File: config.mk
export PLATFORM = sky130hd
export DESIGN_NAME = deadline_trigger_table_core_flat
export DESIGN_NICKNAME = d
export VERILOG_FILES = /design/src/rtl/dtt_pkg.sv /design/src/rtl/dtt_req_if.sv /design/src/rtl/dtt_rsp_if.sv /design/src/rtl/dtt_ram.sv /design/src/rtl/dtt_queue.sv /design/src/rtl/dtt_front.sv /design/src/rtl/dtt_back.sv /design/src/rtl/deadline_trigger_table_core.sv /design/src/flat_wrapper.sv
export SDC_FILE = /design/constraint.sdc
export NUM_CORES = 1
export LEC_CHECK = 0
export BUFFER_PORTS_ARGS = -buffer_cell sky130_fd_sc_hd__buf_4
export CAP_MARGIN = 0
export CORE_MARGIN = 4
export CORE_UTILIZATION = 60
export DETAILED_ROUTE_END_ITERATION = 7
export PLACE_DENSITY_LB_ADDON = 0.2
export RECOVER_POWER = 50
export SYNTH_ARGS = -nofsm -noshare
export SYNTH_HDL_FRONTEND = slang
export SYNTH_SLANG_ARGS = --single-unit
File: constraint.sdc
create_clock -name clock -period 10.7 [get_ports clock]
set_input_delay 2.14 -clock clock [delete_from_list [all_inputs] [get_ports clock]]
set_output_delay 2.14 -clock clock [all_outputs]
set_load 0.005 [all_outputs]
File: src/rtl/dtt_pkg.sv
// ----------------------------------------------------------------------------
// dtt_pkg
// shared types, field widths and defaults for the deadline trigger table
// ----------------------------------------------------------------------------
package dtt_pkg;

   localparam int NUM_SLOTS_DEF   = 16;
   localparam int TIME_WIDTH_DEF  = 48;
   localparam int QUEUE_DEPTH_DEF = 2;

   localparam int OP_W         = 2;
   localparam int SLOT_W       = 4;
   localparam int DELAY_W      = 32;
   localparam int KIND_W       = 2;
   localparam int SLOT_LIMIT_W = 7;

   typedef enum logic [OP_W-1:0] {
      OP_ARM    = 2'd0,
      OP_DISARM = 2'd1,
      OP_TICK   = 2'd2
   } op_type;

   typedef enum logic [KIND_W-1:0] {
      CMD_ARM    = 2'd0,
      CMD_DISARM = 2'd1,
      CMD_TICK   = 2'd2
   } cmd_type;

   typedef enum logic [1:0] {
      ST_IDLE  = 2'd0,
      ST_SCAN  = 2'd1,
      ST_FLUSH = 2'd2
   } state_type;

endpackage

File: src/rtl/dtt_req_if.sv
// ----------------------------------------------------------------------------
// dtt_req_if
// command channel: arm, disarm or tick, valid/ready handshake
// ----------------------------------------------------------------------------
interface dtt_req_if;
   import dtt_pkg::*;

   logic               valid;
   logic               ready;
   logic [OP_W-1:0]    opcode;
   logic [SLOT_W-1:0]  slot_index;
   logic [DELAY_W-1:0] delay_ticks;

   modport source (output valid, opcode, slot_index, delay_ticks, input ready);
   modport sink   (input valid, opcode, slot_index, delay_ticks, output ready);
endinterface

File: src/rtl/dtt_rsp_if.sv
// ----------------------------------------------------------------------------
// dtt_rsp_if
// fired slot channel, valid/ready handshake
// ----------------------------------------------------------------------------
interface dtt_rsp_if;
   import dtt_pkg::*;

   logic              valid;
   logic              ready;
   logic [SLOT_W-1:0] fired_slot;
   logic              last_fired;

   modport source (output valid, fired_slot, last_fired, input ready);
   modport sink   (input valid, fired_slot, last_fired, output ready);
endinterface

File: src/rtl/dtt_ram.sv
// ----------------------------------------------------------------------------
// dtt_ram
// generic single write port, single read port ram with registered read
// ----------------------------------------------------------------------------
module dtt_ram #(
   parameter int WIDTH = 8,
   parameter int DEPTH = 16
) (
   input  logic                                 clock,
   input  logic                                 wr_en,
   input  logic [((DEPTH > 1) ? $clog2(DEPTH) : 1)-1:0] wr_addr,
   input  logic [WIDTH-1:0]                     wr_data,
   input  logic                                 rd_en,
   input  logic [((DEPTH > 1) ? $clog2(DEPTH) : 1)-1:0] rd_addr,
   output logic [WIDTH-1:0]                     rd_data
);
   logic [WIDTH-1:0] mem_ff [DEPTH];
   logic [WIDTH-1:0] rd_data_ff;

   always_ff @(posedge clock) begin
      if (wr_en) begin
         mem_ff[wr_addr] <= wr_data;
      end
      if (rd_en) begin
         rd_data_ff <= mem_ff[rd_addr];
      end
   end

   assign rd_data = rd_data_ff;
endmodule

File: src/rtl/dtt_queue.sv
// ----------------------------------------------------------------------------
// dtt_queue
// short command queue between front end and back end
// ----------------------------------------------------------------------------
module dtt_queue #(
   parameter int WIDTH = 8,
   parameter int DEPTH = 2
) (
   input  logic             clock,
   input  logic             reset,
   input  logic             push,
   input  logic [WIDTH-1:0] push_data,
   output logic             full,
   input  logic             pop,
   output logic [WIDTH-1:0] pop_data,
   output logic             empty
);
   localparam int PTR_W = (DEPTH > 1) ? $clog2(DEPTH) : 1;
   localparam int CNT_W = $clog2(DEPTH + 1);

   logic [WIDTH-1:0] entry_ff [DEPTH];
   logic [PTR_W-1:0] wr_ptr_ff, wr_ptr_in;
   logic [PTR_W-1:0] rd_ptr_ff, rd_ptr_in;
   logic [CNT_W-1:0] count_ff, count_in;
   logic             do_push, do_pop;

   assign full     = (count_ff == CNT_W'(DEPTH));
   assign empty    = (count_ff == '0);
   assign pop_data = entry_ff[rd_ptr_ff];
   assign do_push  = push && !full;
   assign do_pop   = pop && !empty;

   always_comb begin
      wr_ptr_in = wr_ptr_ff;
      rd_ptr_in = rd_ptr_ff;
      count_in  = count_ff;
      if (do_push) begin
         wr_ptr_in = (wr_ptr_ff == PTR_W'(DEPTH - 1)) ? '0 : wr_ptr_ff + 1'b1;
      end
      if (do_pop) begin
         rd_ptr_in = (rd_ptr_ff == PTR_W'(DEPTH - 1)) ? '0 : rd_ptr_ff + 1'b1;
      end
      if (do_push && !do_pop) begin
         count_in = count_ff + 1'b1;
      end else if (do_pop && !do_push) begin
         count_in = count_ff - 1'b1;
      end
   end

   always_ff @(posedge clock) begin
      if (reset) begin
         wr_ptr_ff <= '0;
         rd_ptr_ff <= '0;
         count_ff  <= '0;
      end else begin
         wr_ptr_ff <= wr_ptr_in;
         rd_ptr_ff <= rd_ptr_in;
         count_ff  <= count_in;
      end
   end

   always_ff @(posedge clock) begin
      if (do_push) begin
         entry_ff[wr_ptr_ff] <= push_data;
      end
   end

   push_never_full: assert property (@(posedge clock) disable iff (reset)
      push |-> !full)
      else $error("push into full queue");

   pop_never_empty: assert property (@(posedge clock) disable iff (reset)
      pop |-> !empty)
      else $error("pop from empty queue");

   count_bounded: assert property (@(posedge clock) disable iff (reset)
      count_ff <= CNT_W'(DEPTH))
      else $error("queue count out of range");
endmodule

File: src/rtl/dtt_front.sv
// ----------------------------------------------------------------------------
// dtt_front
// accepts commands, keeps the time count, forms deadlines, drops no-ops
// ----------------------------------------------------------------------------
module dtt_front #(
   parameter int NUM_SLOTS  = dtt_pkg::NUM_SLOTS_DEF,
   parameter int TIME_WIDTH = dtt_pkg::TIME_WIDTH_DEF
) (
   input  logic clock,
   input  logic reset,
   dtt_req_if.sink req_chan,
   output logic                                                   push,
   output logic [dtt_pkg::KIND_W+dtt_pkg::SLOT_W+TIME_WIDTH-1:0]  push_data,
   input  logic                                                   q_full
);
   import dtt_pkg::*;

   logic [TIME_WIDTH-1:0] time_ff, time_in;
   logic [TIME_WIDTH-1:0] time_next;
   logic [TIME_WIDTH-1:0] deadline;
   logic                  accept;
   logic                  slot_ok;
   cmd_type               kind;
   logic [TIME_WIDTH-1:0] value;

   assign req_chan.ready = !q_full;
   assign accept         = req_chan.valid && !q_full;
   assign slot_ok        = SLOT_LIMIT_W'(req_chan.slot_index) < SLOT_LIMIT_W'(NUM_SLOTS);
   assign time_next      = time_ff + 1'b1;
   assign deadline       = time_ff + TIME_WIDTH'(req_chan.delay_ticks);

   always_comb begin
      push    = 1'b0;
      kind    = CMD_TICK;
      value   = time_next;
      time_in = time_ff;
      unique case (op_type'(req_chan.opcode))
         OP_ARM: begin
            kind  = CMD_ARM;
            value = deadline;
            push  = accept && slot_ok;
         end
         OP_DISARM: begin
            kind = CMD_DISARM;
            push = accept && slot_ok;
         end
         OP_TICK: begin
            push = accept;
            if (accept) begin
               time_in = time_next;
            end
         end
         default: begin
            push = 1'b0;
         end
      endcase
   end

   assign push_data = {kind, req_chan.slot_index, value};

   always_ff @(posedge clock) begin
      if (reset) begin
         time_ff <= '0;
      end else begin
         time_ff <= time_in;
      end
   end
endmodule

File: src/rtl/dtt_back.sv
// ----------------------------------------------------------------------------
// dtt_back
// executes queued commands: deadline ram, armed bits, tick scan, result register
// ----------------------------------------------------------------------------
module dtt_back #(
   parameter int NUM_SLOTS  = dtt_pkg::NUM_SLOTS_DEF,
   parameter int TIME_WIDTH = dtt_pkg::TIME_WIDTH_DEF
) (
   input  logic clock,
   input  logic reset,
   input  logic                                                   q_empty,
   input  logic [dtt_pkg::KIND_W+dtt_pkg::SLOT_W+TIME_WIDTH-1:0]  q_data,
   output logic                                                   pop,
   dtt_rsp_if.source rsp_chan
);
   import dtt_pkg::*;

   localparam int IDX_W = (NUM_SLOTS > 1) ? $clog2(NUM_SLOTS) : 1;
   localparam int CNT_W = $clog2(NUM_SLOTS + 1);

   cmd_type               q_kind;
   logic [SLOT_W-1:0]     q_slot;
   logic [TIME_WIDTH-1:0] q_value;

   state_type             state_ff, state_in;
   logic [NUM_SLOTS-1:0]  armed_ff, armed_in;
   logic [CNT_W-1:0]      rd_cnt_ff, rd_cnt_in;
   logic                  cmp_vld_ff, cmp_vld_in;
   logic [IDX_W-1:0]      cmp_idx_ff, cmp_idx_in;
   logic [TIME_WIDTH-1:0] now_ff, now_in;
   logic                  pend_vld_ff, pend_vld_in;
   logic [IDX_W-1:0]      pend_slot_ff, pend_slot_in;
   logic                  rsp_vld_ff, rsp_vld_in;
   logic [SLOT_W-1:0]     rsp_slot_ff;
   logic                  rsp_last_ff;

   logic                  ram_we;
   logic [IDX_W-1:0]      ram_waddr;
   logic                  ram_re;
   logic [TIME_WIDTH-1:0] ram_rdata;

   logic                  out_free;
   logic                  fire;
   logic                  stall;
   logic                  issue;
   logic                  scan_done;
   logic                  emit;
   logic                  emit_last;

   assign q_kind    = cmd_type'(q_data[KIND_W+SLOT_W+TIME_WIDTH-1 -: KIND_W]);
   assign q_slot    = q_data[SLOT_W+TIME_WIDTH-1 -: SLOT_W];
   assign q_value   = q_data[TIME_WIDTH-1:0];
   assign ram_waddr = IDX_W'(q_slot);

   dtt_ram #(
      .WIDTH (TIME_WIDTH),
      .DEPTH (NUM_SLOTS)
   ) u_deadline_ram (
      .clock   (clock),
      .wr_en   (ram_we),
      .wr_addr (ram_waddr),
      .wr_data (q_value),
      .rd_en   (ram_re),
      .rd_addr (rd_cnt_ff[IDX_W-1:0]),
      .rd_data (ram_rdata)
   );

   assign out_free  = !rsp_vld_ff || rsp_chan.ready;
   assign fire      = cmp_vld_ff && armed_ff[cmp_idx_ff] && (ram_rdata <= now_ff);
   assign stall     = fire && pend_vld_ff && !out_free;
   assign issue     = (state_ff == ST_SCAN) && (rd_cnt_ff != CNT_W'(NUM_SLOTS)) && !stall;
   assign scan_done = (rd_cnt_ff == CNT_W'(NUM_SLOTS)) && !cmp_vld_ff;
   assign ram_re    = issue;

   always_comb begin
      state_in = state_ff;
      unique case (state_ff)
         ST_IDLE: begin
            if (!q_empty && q_kind == CMD_TICK) begin
               state_in = ST_SCAN;
            end
         end
         ST_SCAN: begin
            if (scan_done) begin
               state_in = ST_FLUSH;
            end
         end
         ST_FLUSH: begin
            if (!pend_vld_ff || out_free) begin
               state_in = ST_IDLE;
            end
         end
         default: begin
            state_in = ST_IDLE;
         end
      endcase
   end

   always_comb begin
      pop          = 1'b0;
      ram_we       = 1'b0;
      armed_in     = armed_ff;
      rd_cnt_in    = rd_cnt_ff;
      cmp_vld_in   = cmp_vld_ff;
      cmp_idx_in   = cmp_idx_ff;
      now_in       = now_ff;
      pend_vld_in  = pend_vld_ff;
      pend_slot_in = pend_slot_ff;
      emit         = 1'b0;
      emit_last    = 1'b0;
      unique case (state_ff)
         ST_IDLE: begin
            if (!q_empty) begin
               pop = 1'b1;
               unique case (q_kind)
                  CMD_ARM: begin
                     ram_we              = 1'b1;
                     armed_in[ram_waddr] = 1'b1;
                  end
                  CMD_DISARM: begin
                     armed_in[ram_waddr] = 1'b0;
                  end
                  CMD_TICK: begin
                     now_in      = q_value;
                     rd_cnt_in   = '0;
                     cmp_vld_in  = 1'b0;
                     pend_vld_in = 1'b0;
                  end
                  default: begin
                     pop = 1'b1;
                  end
               endcase
            end
         end
         ST_SCAN: begin
            if (!stall) begin
               cmp_vld_in = issue;
               cmp_idx_in = rd_cnt_ff[IDX_W-1:0];
               if (issue) begin
                  rd_cnt_in = rd_cnt_ff + 1'b1;
               end
               if (fire) begin
                  armed_in[cmp_idx_ff] = 1'b0;
                  emit                 = pend_vld_ff;
                  pend_vld_in          = 1'b1;
                  pend_slot_in         = cmp_idx_ff;
               end
            end
         end
         ST_FLUSH: begin
            if (pend_vld_ff && out_free) begin
               emit        = 1'b1;
               emit_last   = 1'b1;
               pend_vld_in = 1'b0;
            end
         end
         default: begin
            pend_vld_in = 1'b0;
         end
      endcase
   end

   always_comb begin
      rsp_vld_in = rsp_vld_ff;
      if (emit) begin
         rsp_vld_in = 1'b1;
      end else if (rsp_chan.ready) begin
         rsp_vld_in = 1'b0;
      end
   end

   always_ff @(posedge clock) begin
      if (reset) begin
         state_ff    <= ST_IDLE;
         armed_ff    <= '0;
         rd_cnt_ff   <= '0;
         cmp_vld_ff  <= 1'b0;
         pend_vld_ff <= 1'b0;
         rsp_vld_ff  <= 1'b0;
      end else begin
         state_ff    <= state_in;
         armed_ff    <= armed_in;
         rd_cnt_ff   <= rd_cnt_in;
         cmp_vld_ff  <= cmp_vld_in;
         pend_vld_ff <= pend_vld_in;
         rsp_vld_ff  <= rsp_vld_in;
      end
   end

   always_ff @(posedge clock) begin
      cmp_idx_ff   <= cmp_idx_in;
      now_ff       <= now_in;
      pend_slot_ff <= pend_slot_in;
      if (emit) begin
         rsp_slot_ff <= SLOT_W'(pend_slot_ff);
         rsp_last_ff <= emit_last;
      end
   end

   assign rsp_chan.valid      = rsp_vld_ff;
   assign rsp_chan.fired_slot = rsp_slot_ff;
   assign rsp_chan.last_fired = rsp_last_ff;

   compare_only_in_scan: assert property (@(posedge clock) disable iff (reset)
      state_ff != ST_SCAN |-> !cmp_vld_ff)
      else $error("compare stage busy outside scan");

   stall_holds_compare: assert property (@(posedge clock) disable iff (reset)
      stall |=> $stable(cmp_idx_ff) && $stable(ram_rdata))
      else $error("compare operand moved during stall");

   emit_needs_room: assert property (@(posedge clock) disable iff (reset)
      emit |-> out_free)
      else $error("result written over pending transfer");

   no_pending_in_idle: assert property (@(posedge clock) disable iff (reset)
      state_ff == ST_IDLE |-> !pend_vld_ff)
      else $error("fired slot left behind after tick");
endmodule

File: src/rtl/deadline_trigger_table_core.sv
// ----------------------------------------------------------------------------
// deadline_trigger_table_core
// bank of one-shot deadline triggers driven by a tick count
// ----------------------------------------------------------------------------
// front end takes one command transfer per cycle while the 2-entry queue has room
// arm and disarm are queued, then written to the table when the idle back end pops them
// a tick holds the back end to scan every slot, one slot per cycle while rsp has room
// first result of a tick goes through queue, ram read, compare and pending registers
// synchronous reset clears time count, armed bits, queue and result register;
// deadline ram is not cleared, entries are read on every scan but used only while their slot is armed
module deadline_trigger_table_core #(
   parameter int NUM_SLOTS  = dtt_pkg::NUM_SLOTS_DEF,
   parameter int TIME_WIDTH = dtt_pkg::TIME_WIDTH_DEF
) (
   input  logic clock,
   input  logic reset,
   dtt_req_if.sink   req_chan,
   dtt_rsp_if.source rsp_chan
);
   import dtt_pkg::*;

   localparam int ENTRY_W = KIND_W + SLOT_W + TIME_WIDTH;

   logic               push;
   logic [ENTRY_W-1:0] push_data;
   logic               q_full;
   logic               pop;
   logic [ENTRY_W-1:0] pop_data;
   logic               q_empty;

   dtt_front #(
      .NUM_SLOTS  (NUM_SLOTS),
      .TIME_WIDTH (TIME_WIDTH)
   ) u_front (
      .clock     (clock),
      .reset     (reset),
      .req_chan  (req_chan),
      .push      (push),
      .push_data (push_data),
      .q_full    (q_full)
   );

   dtt_queue #(
      .WIDTH (ENTRY_W),
      .DEPTH (QUEUE_DEPTH_DEF)
   ) u_queue (
      .clock     (clock),
      .reset     (reset),
      .push      (push),
      .push_data (push_data),
      .full      (q_full),
      .pop       (pop),
      .pop_data  (pop_data),
      .empty     (q_empty)
   );

   dtt_back #(
      .NUM_SLOTS  (NUM_SLOTS),
      .TIME_WIDTH (TIME_WIDTH)
   ) u_back (
      .clock    (clock),
      .reset    (reset),
      .q_empty  (q_empty),
      .q_data   (pop_data),
      .pop      (pop),
      .rsp_chan (rsp_chan)
   );
endmodule

File: src/flat_wrapper.sv
// flat-port wrapper written by rule: the top's interface ports become plain ports
module deadline_trigger_table_core_flat import dtt_pkg::*;
#(
   parameter int NUM_SLOTS  = dtt_pkg::NUM_SLOTS_DEF,
   parameter int TIME_WIDTH = dtt_pkg::TIME_WIDTH_DEF
)
  (clock, reset, req_chan_valid, req_chan_opcode, req_chan_slot_index, req_chan_delay_ticks, req_chan_ready, rsp_chan_valid, rsp_chan_fired_slot, rsp_chan_last_fired, rsp_chan_ready);
  dtt_req_if req_chan_i ();
  dtt_rsp_if rsp_chan_i ();
  input  logic clock;
  input  logic reset;
  input wire logic [$bits(req_chan_i.valid)-1:0] req_chan_valid;
  input wire logic [$bits(req_chan_i.opcode)-1:0] req_chan_opcode;
  input wire logic [$bits(req_chan_i.slot_index)-1:0] req_chan_slot_index;
  input wire logic [$bits(req_chan_i.delay_ticks)-1:0] req_chan_delay_ticks;
  output wire logic [$bits(req_chan_i.ready)-1:0] req_chan_ready;
  output wire logic [$bits(rsp_chan_i.valid)-1:0] rsp_chan_valid;
  output wire logic [$bits(rsp_chan_i.fired_slot)-1:0] rsp_chan_fired_slot;
  output wire logic [$bits(rsp_chan_i.last_fired)-1:0] rsp_chan_last_fired;
  input wire logic [$bits(rsp_chan_i.ready)-1:0] rsp_chan_ready;
  assign req_chan_i.valid = req_chan_valid;
  assign req_chan_i.opcode = req_chan_opcode;
  assign req_chan_i.slot_index = req_chan_slot_index;
  assign req_chan_i.delay_ticks = req_chan_delay_ticks;
  assign req_chan_ready = req_chan_i.ready;
  assign rsp_chan_valid = rsp_chan_i.valid;
  assign rsp_chan_fired_slot = rsp_chan_i.fired_slot;
  assign rsp_chan_last_fired = rsp_chan_i.last_fired;
  assign rsp_chan_i.ready = rsp_chan_ready;
  deadline_trigger_table_core #(.NUM_SLOTS(NUM_SLOTS), .TIME_WIDTH(TIME_WIDTH)) u_core (.clock(clock), .reset(reset), .req_chan(req_chan_i), .rsp_chan(rsp_chan_i));
endmodule
==> results of run 1 <==
[through the flow]
stage	area, sq um	utilization	total power (uW)
floorplan	43900	-	5760
finish	48800	0.677	9660
detailed placement	45400	0.631	6130
global route	48800	0.677	10000
global placement	45400	0.631	6070
CTS	48800	0.678	9710
[power by group]
group	leakage [uW]	internal, uW	switching, uW
Combinational	0.00467	250	713
Sequential	0.00959	5020	64.7
Clock	0.00166	2090	1520
[registers in the layout, indices dropped and copies added, names as in the netlist, named ones only]
signal,cells
u_core.u_back.cmp_idx_ff,4
u_core.u_back.cmp_vld_ff,1
u_core.u_back.now_ff,48
u_core.u_back.pend_slot_ff,4
u_core.u_back.pend_vld_ff,1
u_core.u_back.rd_cnt_ff,5
u_core.u_back.rsp_chan.fired_slot,4
u_core.u_back.rsp_chan.last_fired,1
u_core.u_back.rsp_chan.valid,1
u_core.u_back.state_ff,2
u_core.u_back.u_deadline_ram.mem_ff,768
u_core.u_back.u_deadline_ram.rd_data,48
u_core.u_front.time_ff,48
u_core.u_queue.count_ff,2
u_core.u_queue.entry_ff,108
u_core.u_queue.rd_ptr_ff,1
u_core.u_queue.wr_ptr_ff,1
[final cells by class]
type / instances / share of cell area
tap: 950 / 0.0244
clock buffer: 127 / 0.0562
sequential: 1064 / 0.639
antenna: 1 / 0.0000513
multi-input combinational: 1220 / 0.249
inverter: 75 / 0.00577
clock inverter: 64 / 0.0132
timing repair buffer: 82 / 0.0123
[synthesized netlist by cell type (5+ instances only)]
library cell	number
and3_1	26
nor2b_1	17
nor3_1	18
mux2_2	49
xnor2_1	47
nor4_1	5
a21o_1	25
nand2_1	120
edfxtp_1	985
a31oi_1	16
dfxtp_1	79
nand2b_1	9
a41oi_1	6
a32o_1	5
xor2_1	64
o21a_1	5
buf_1	19
inv_1	74
ha_1	87
nand3_1	44
buf_2	5
and2_1	7
clkbuf_1	78
o21ai_1	9
mux4_2	242
or3_1	14
o21ai_0	81
nand4_1	27
a22o_1	5
a21oi_1	90
nor2_1	134
[worst paths after layout]
path | start | end | slack, ns | depth (start not counted)
setup / recovery | flop | u_core.u_back.u_deadline_ram.mem_ff[10][16] | 4.05 | 5
hold / removal | u_core.u_back.pend_slot_ff[0] | u_core.u_back.rsp_chan.fired_slot[0] | 0.44 | 0
setup reg to reg | flop | u_core.u_back.u_deadline_ram.mem_ff[10][16] | 4.05 | 5
hold reg to reg | u_core.u_back.pend_slot_ff[0] | u_core.u_back.rsp_chan.fired_slot[0] | 0.44 | 0
[layer usage]
layer,vias up,global-route usage,share of wire
met5,-,0,0
met4,0,0.0573,0.018
met3,129,0.0330,0.081
met2,1082,0.426,0.50
met1,12000,0.372,0.40
li1,9977,-,-
[logic make-up (layout without fill, tap and decap cells)]
kind of cell               Yosys count  after routing  synth area share
and+or+nand+nor                    440            440            0.0476
muxes                              295            295             0.139
other                                0              1                 0
DFF                               1064           1064             0.710
buffers and inverters              182            348            0.0164
xor gates and xnor gates           111            111            0.0221
AOI/OAI and AO/OA                  286            286            0.0403
adders and majority gates           88             88            0.0252
[worst max-delay path, stage by stage (launching register included)]
cell      delay (ns)
dfxtp_2         0.31
clkbuf_1        2.75
a21oi_1         0.29
or2_0           1.06
nor3_1          0.85
buf_4           0.87
==> impl_metrics.py, run 1 <==
metrics = {
    "place": {
        "place_congestion": 0.915,
        "pre_cts_slack_ns": 5.33,
        "port-buffer-count": 48,
        "placed_cells_incl_taps": 3391,
        "place_hpwl_microns": 50900,
    },
    "grt": {
        "antenna_found_initial": 1,
        "pin_count_of_the_biggest_net_entering_global_routing": 95,
        "grt_first_pass_wirelength_microns": 149000,
        "grt_pass1_vias": 23800,
        "remaining_overflow_grt": 0,
        "grt_usage": 0.256,
    },
    "logic_synthesis": {
        "synth_largest_area_cell": "edfxtp_1",
        "synth_enable_flop_cells": 985,
        "postSynthRegisterBits": 1064,
        "synth_nets": 2596,
        "syn-mean-instance-area_sq_um": 17.8,
        "netlist_instances": 2466,
        "syn_area_sq_um": 43900,
        "number_of_warnings_printed_during_yosys_synthesis": 0,
        "synthDistinctLibCells": 72,
        "postSynth.topFlopCell": "edfxtp_1",
        "synthTopCellsByArea": "edfxtp_1 (67%), mux4_2 (12%), dfxtp_1 (3.6%), ha_1 (2.5%), xor2_1 (1.3%)",
        "synth_async_sr_flop_share": 0,
        "synth_largest_type_area_fraction": 0.674,
        "synth-seq-area-share": 0.710,
    },
    "critical_path": {
        "setup.worst_path.start_class": "flop",
        "setup.worst_path.end_class": "flop",
        "arrival_ns": 6.91,
        "critPathRequiredTime_ns": 10.97,
        "critPathMaxFanout": 66,
        "setup.worst_path.class": "reg2reg",
    },
    "clocking": {
        "tritoncts.num_buffers": 103,
        "post_cts_resize_count": 0,
        "clock_tree_root": "clkbuf_16",
        "htree_num_levels": 3,
        "cts.clk_slew.worst_paths_ns": 0.06,
        "cts_tree": "done",
        "buffer_levels_on_the_longest_clock_path": 3,
        "cts.sinks": 1064,
        "clkLatencyLatePin_ns": 0.66,
        "setup_buffers_after_cts": 0,
        "ctsHoldBuffers": 0,
    },
    "timing": {
        "fin_worst_hold_slack_ns": 0.437,
        "finalHoldViolCount": 0,
        "finalMaxSlewViolations": 357,
        "setup_violations": 0,
        "setup_total_negative_slack_ns": 0,
        "setup_slack_ns": 4.05,
        "clock-skew-final_ns": 0.0281,
        "fmax_mhz": 150,
        "layout_worst_path_cycle_share": 0.621,
        "slew-limit-headroom": -1.62,
        "period_needed_ns": 6.65,
        "worst_slew_pin_slew_ns": 3.93,
        "grt_setup_unrepaired": "false",
    },
    "die": {
        "pin_count": 49,
        "die_x_microns": 279,
        "core-area_sq_um": 72000,
        "row_count": 98,
        "die_area_sq_um": 77600,
        "die_h_microns": 279,
        "initial_cell_density_of_the_core": 0.610,
    },
    "power": {
        "leakage_power_uw": 0.0159,
        "ir_drop_v": 0.000156,
        "power_density_nw_per_um2": 198,
    },
    "finish": {
        "sequential_cell_area_sq_um": 31200,
        "nNetsFinal": 2676,
        "mostFrequentLayoutCells": "edfxtp_1 (985), mux4_2 (242), nor2_1 (122)",
        "layout.filler_cells": 4564,
        "fin_cells": 3583,
        "layout_cells_sized_above_1": 0.191,
        "multi_input_area_sq_um": 12100,
        "syn_to_final_growth_pct": 11.0,
        "most_common_cell_after_layout_fill_and_taps_aside": "edfxtp_1",
    },
    "detailed_routing": {
        "drt-vias-per-instance": 6.46,
        "initial_detailed_routing_violation_count": 2521,
        "wl_per_instance_microns": 27.4,
        "num_vias": 23200,
        "dr.pass1.iters": 5,
        "drt_drc_violations_left": 0,
        "routed_wire_length_microns": 98200,
        "ant_nets": 0,
    },
    "outcome": {
        "status": "complete, but fails checks",
        "violations": "capacitance limit, slew limit",
    },
    "worst_hold_path": {
        "holdCritPathClass": "reg2reg",
    },
    "flow_run": {
        "timing.max_cap.violations": 8,
    },
}
(Power assumes the default switching activity.)
==> run 2, diff against run 1 <==
==> constraint.sdc (replaced) <==
create_clock -name clock -period 6.2 [get_ports clock]
set_input_delay 1.24 -clock clock [delete_from_list [all_inputs] [get_ports clock]]
set_output_delay 1.24 -clock clock [all_outputs]
set_load 0.005 [all_outputs]
==> run 2 against run 1 <==
The run still ends with capacitance limit, slew limit left; clock power grew 73%; sequential share of layout area shrank 0.15 points; cell count grew 0.31%; wire length shrank 0.83%.
==> impl_metrics.py, run 2 (synthesis results as in run 1) <==
metrics = {
    "critical_path": {
        "setup.worst_path.class": "reg2reg",
        "worst-path-buf-inv": 2,
        "critical-path-max-stage-delay_ns": 2.54,
        "reg2regPathDepth": 5,
        "worst_path_dominant_cell_family": "flip-flops",
        "timing.critical_path.slowest_stage_cell": "dfxtp_1",
        "setup.worst_path.start_class": "flop",
        "critical_path_cell_list": "inv_1 -> ha_1 -> nand4bb_1 -> and3_2 -> buf_4",
        "cp_num_cells": 5,
        "setup.worst_path.end_class": "flop",
        "r2r-start": "u_core.u_back.rd_cnt_ff[1]",
        "arrival_ns": 5.39,
        "critPathMaxFanout": 60,
        "critPathRequiredTime_ns": 6.52,
        "worst_setup_path_startpoint": "u_core.u_back.rd_cnt_ff[1]",
    },
    "timing": {
        "finalHoldViolCount": 0,
        "fmax_mhz": 197,
        "slew-limit-headroom": -2.27,
        "grt_setup_unrepaired": "false",
        "period_needed_ns": 5.08,
        "layout_worst_path_cycle_share": 0.819,
        "worst_slew_pin_slew_ns": 4.91,
        "finalMaxSlewViolations": 400,
        "setup_slack_ns": 1.12,
        "setup_violations": 0,
        "clock-skew-final_ns": 0.0351,
        "setup_total_negative_slack_ns": 0,
    },
    "grt": {
        "grt_usage": 0.252,
        "remaining_overflow_grt": 0,
        "pin_count_of_the_biggest_net_entering_global_routing": 96,
        "antenna_found_initial": 1,
        "grt_first_pass_wirelength_microns": 146000,
        "grt_pass1_vias": 23400,
    },
    "finish": {
        "largest-register": "u_core.u_back.u_deadline_ram.mem_ff",
        "layout.filler_cells": 4568,
        "nNetsFinal": 2685,
        "flip_flop_count_of_the_largest_register_after_layout": 768,
        "layout_cells_sized_above_1": 0.191,
        "n_antenna_cell": 0,
        "most_common_cell_after_layout_fill_and_taps_aside": "edfxtp_1",
        "largestRegisters": "u_core.u_back.u_deadline_ram.mem_ff x768, u_core.u_queue.entry_ff x108",
        "syn_to_final_growth_pct": 11.3,
        "mostFrequentLayoutCells": "edfxtp_1 (985), mux4_2 (242), nand2_1 (120)",
        "sequential_cell_area_sq_um": 31200,
        "fin_area_sq_um": 48900,
        "multi_input_area_sq_um": 12200,
    },
    "place": {
        "place_hpwl_microns": 53600,
        "port-buffer-count": 48,
        "pre_cts_slack_ns": 1.71,
        "place_congestion": 0.884,
        "place_area_sq_um": 45500,
    },
    "clocking": {
        "tritoncts.num_buffers": 105,
        "clkLatencyLatePin_ns": 0.67,
        "setup_buffers_after_cts": 0,
        "post_cts_resize_count": 0,
        "htree_num_levels": 3,
        "cts_tree": "done",
        "ctsHoldBuffers": 0,
        "cts.sinks": 1064,
        "clock_tree_root": "clkbuf_16",
        "cts.clk_slew.worst_paths_ns": 0.06,
        "buffer_levels_on_the_longest_clock_path": 3,
    },
    "worst_hold_path": {
        "hold_path_startpoint": "u_core.u_back.pend_slot_ff[0]",
        "holdCritPathClass": "reg2reg",
        "worstHoldPathCells": 0,
    },
    "outcome": {
        "status": "complete, but fails checks",
        "violations": "capacitance limit, slew limit",
    },
    "die": {
        "row_count": 98,
        "die_area_sq_um": 77600,
        "core-area_sq_um": 72000,
        "die_h_microns": 279,
        "die_x_microns": 279,
        "pin_count": 49,
        "initial_cell_density_of_the_core": 0.610,
    },
    "power": {
        "leakage_power_uw": 0.0160,
        "ir_drop_v": 0.000242,
        "power_density_nw_per_um2": 341,
    },
    "detailed_routing": {
        "num_vias": 23000,
        "dr.pass1.iters": 6,
        "initial_detailed_routing_violation_count": 2564,
        "drt_drc_violations_left": 0,
        "drt-vias-per-instance": 6.41,
        "wl_per_instance_microns": 27.1,
        "ant_nets": 0,
        "routed_wire_length_microns": 97400,
    },
    "flow_run": {
        "timing.max_cap.violations": 9,
    },
}
## run 2: cell count changes in the layout (fill, tap and decap cells not counted), moves of 2 or more
cell,previous run,this run
nor2_4,12,15
nor2_1,122,119
inv_16,2,0
clkbuf_1,27,37
clkinvlp_4,4,1
clkinv_2,20,17
clkbuf_4,3,10
clkbuf_8,3,0
## run 2: path summary, 6_finish.rpt
check / endpoint / slack (ns)
worst max-delay path: u_core.u_back.u_deadline_ram.rd_data[16] / 1.12
worst max register to register: u_core.u_back.u_deadline_ram.rd_data[16] / 1.12
worst min register to register: u_core.u_back.rsp_chan.fired_slot[0] / 0.43
worst min-delay path: u_core.u_back.rsp_chan.fired_slot[0] / 0.43
## run 2: cell type report
class | instances | area share
Clock inverter | 61 | 0.0134
Timing Repair Buffer | 89 | 0.0136
Tap cell | 950 | 0.0243
Sequential cell | 1064 | 0.638
Inverter | 75 | 0.00576
Clock buffer | 135 | 0.0565
Multi-Input combinational cell | 1220 | 0.249
## run 2: where the power goes
| part | switching (uW) | internal, uW |
|---|---|---|
| logic | 1210 | 420 |
| clock network | 2600 | 3650 |
| registers | 123 | 8670 |
## run 2: metrics by stage
stage | hold slack [ns] | std cells | total power, uW | utilization
6_report | 0.429 | 3594 | 16700 | 0.679
5_1_grt | 0.444 | 3594 | 17300 | 0.679
4_1_cts | 0.436 | 3594 | 16800 | 0.680
3_3_place_gp | 0.435 | 3398 | 10500 | 0.632
3_5_place_dp | 0.413 | 3398 | 10600 | 0.632
2_1_floorplan | 0.400 | 2466 | 9940 | -
## run 2: metal layers
metal | vias up | part of all wire | global-route usage | wire length [microns]
li1 | 9991 | - | - | -
met1 | 11800 | 0.40 | 0.367 | 39000
met2 | 1086 | 0.49 | 0.414 | 47900
met3 | 130 | 0.090 | 0.0387 | 8790
met4 | 0 | 0.018 | 0.0586 | 1740
met5 | - | 0 | 0 | 0
## run 2: worst register-to-register path: cells and delay by family (launching register included)
family                   cells  cell delay (ns)
flip-flops                   1             2.54
AND/OR/NAND/NOR              2             1.04
buffers and inverters        2             0.79
adder cells (fa/ha/maj)      1             0.36
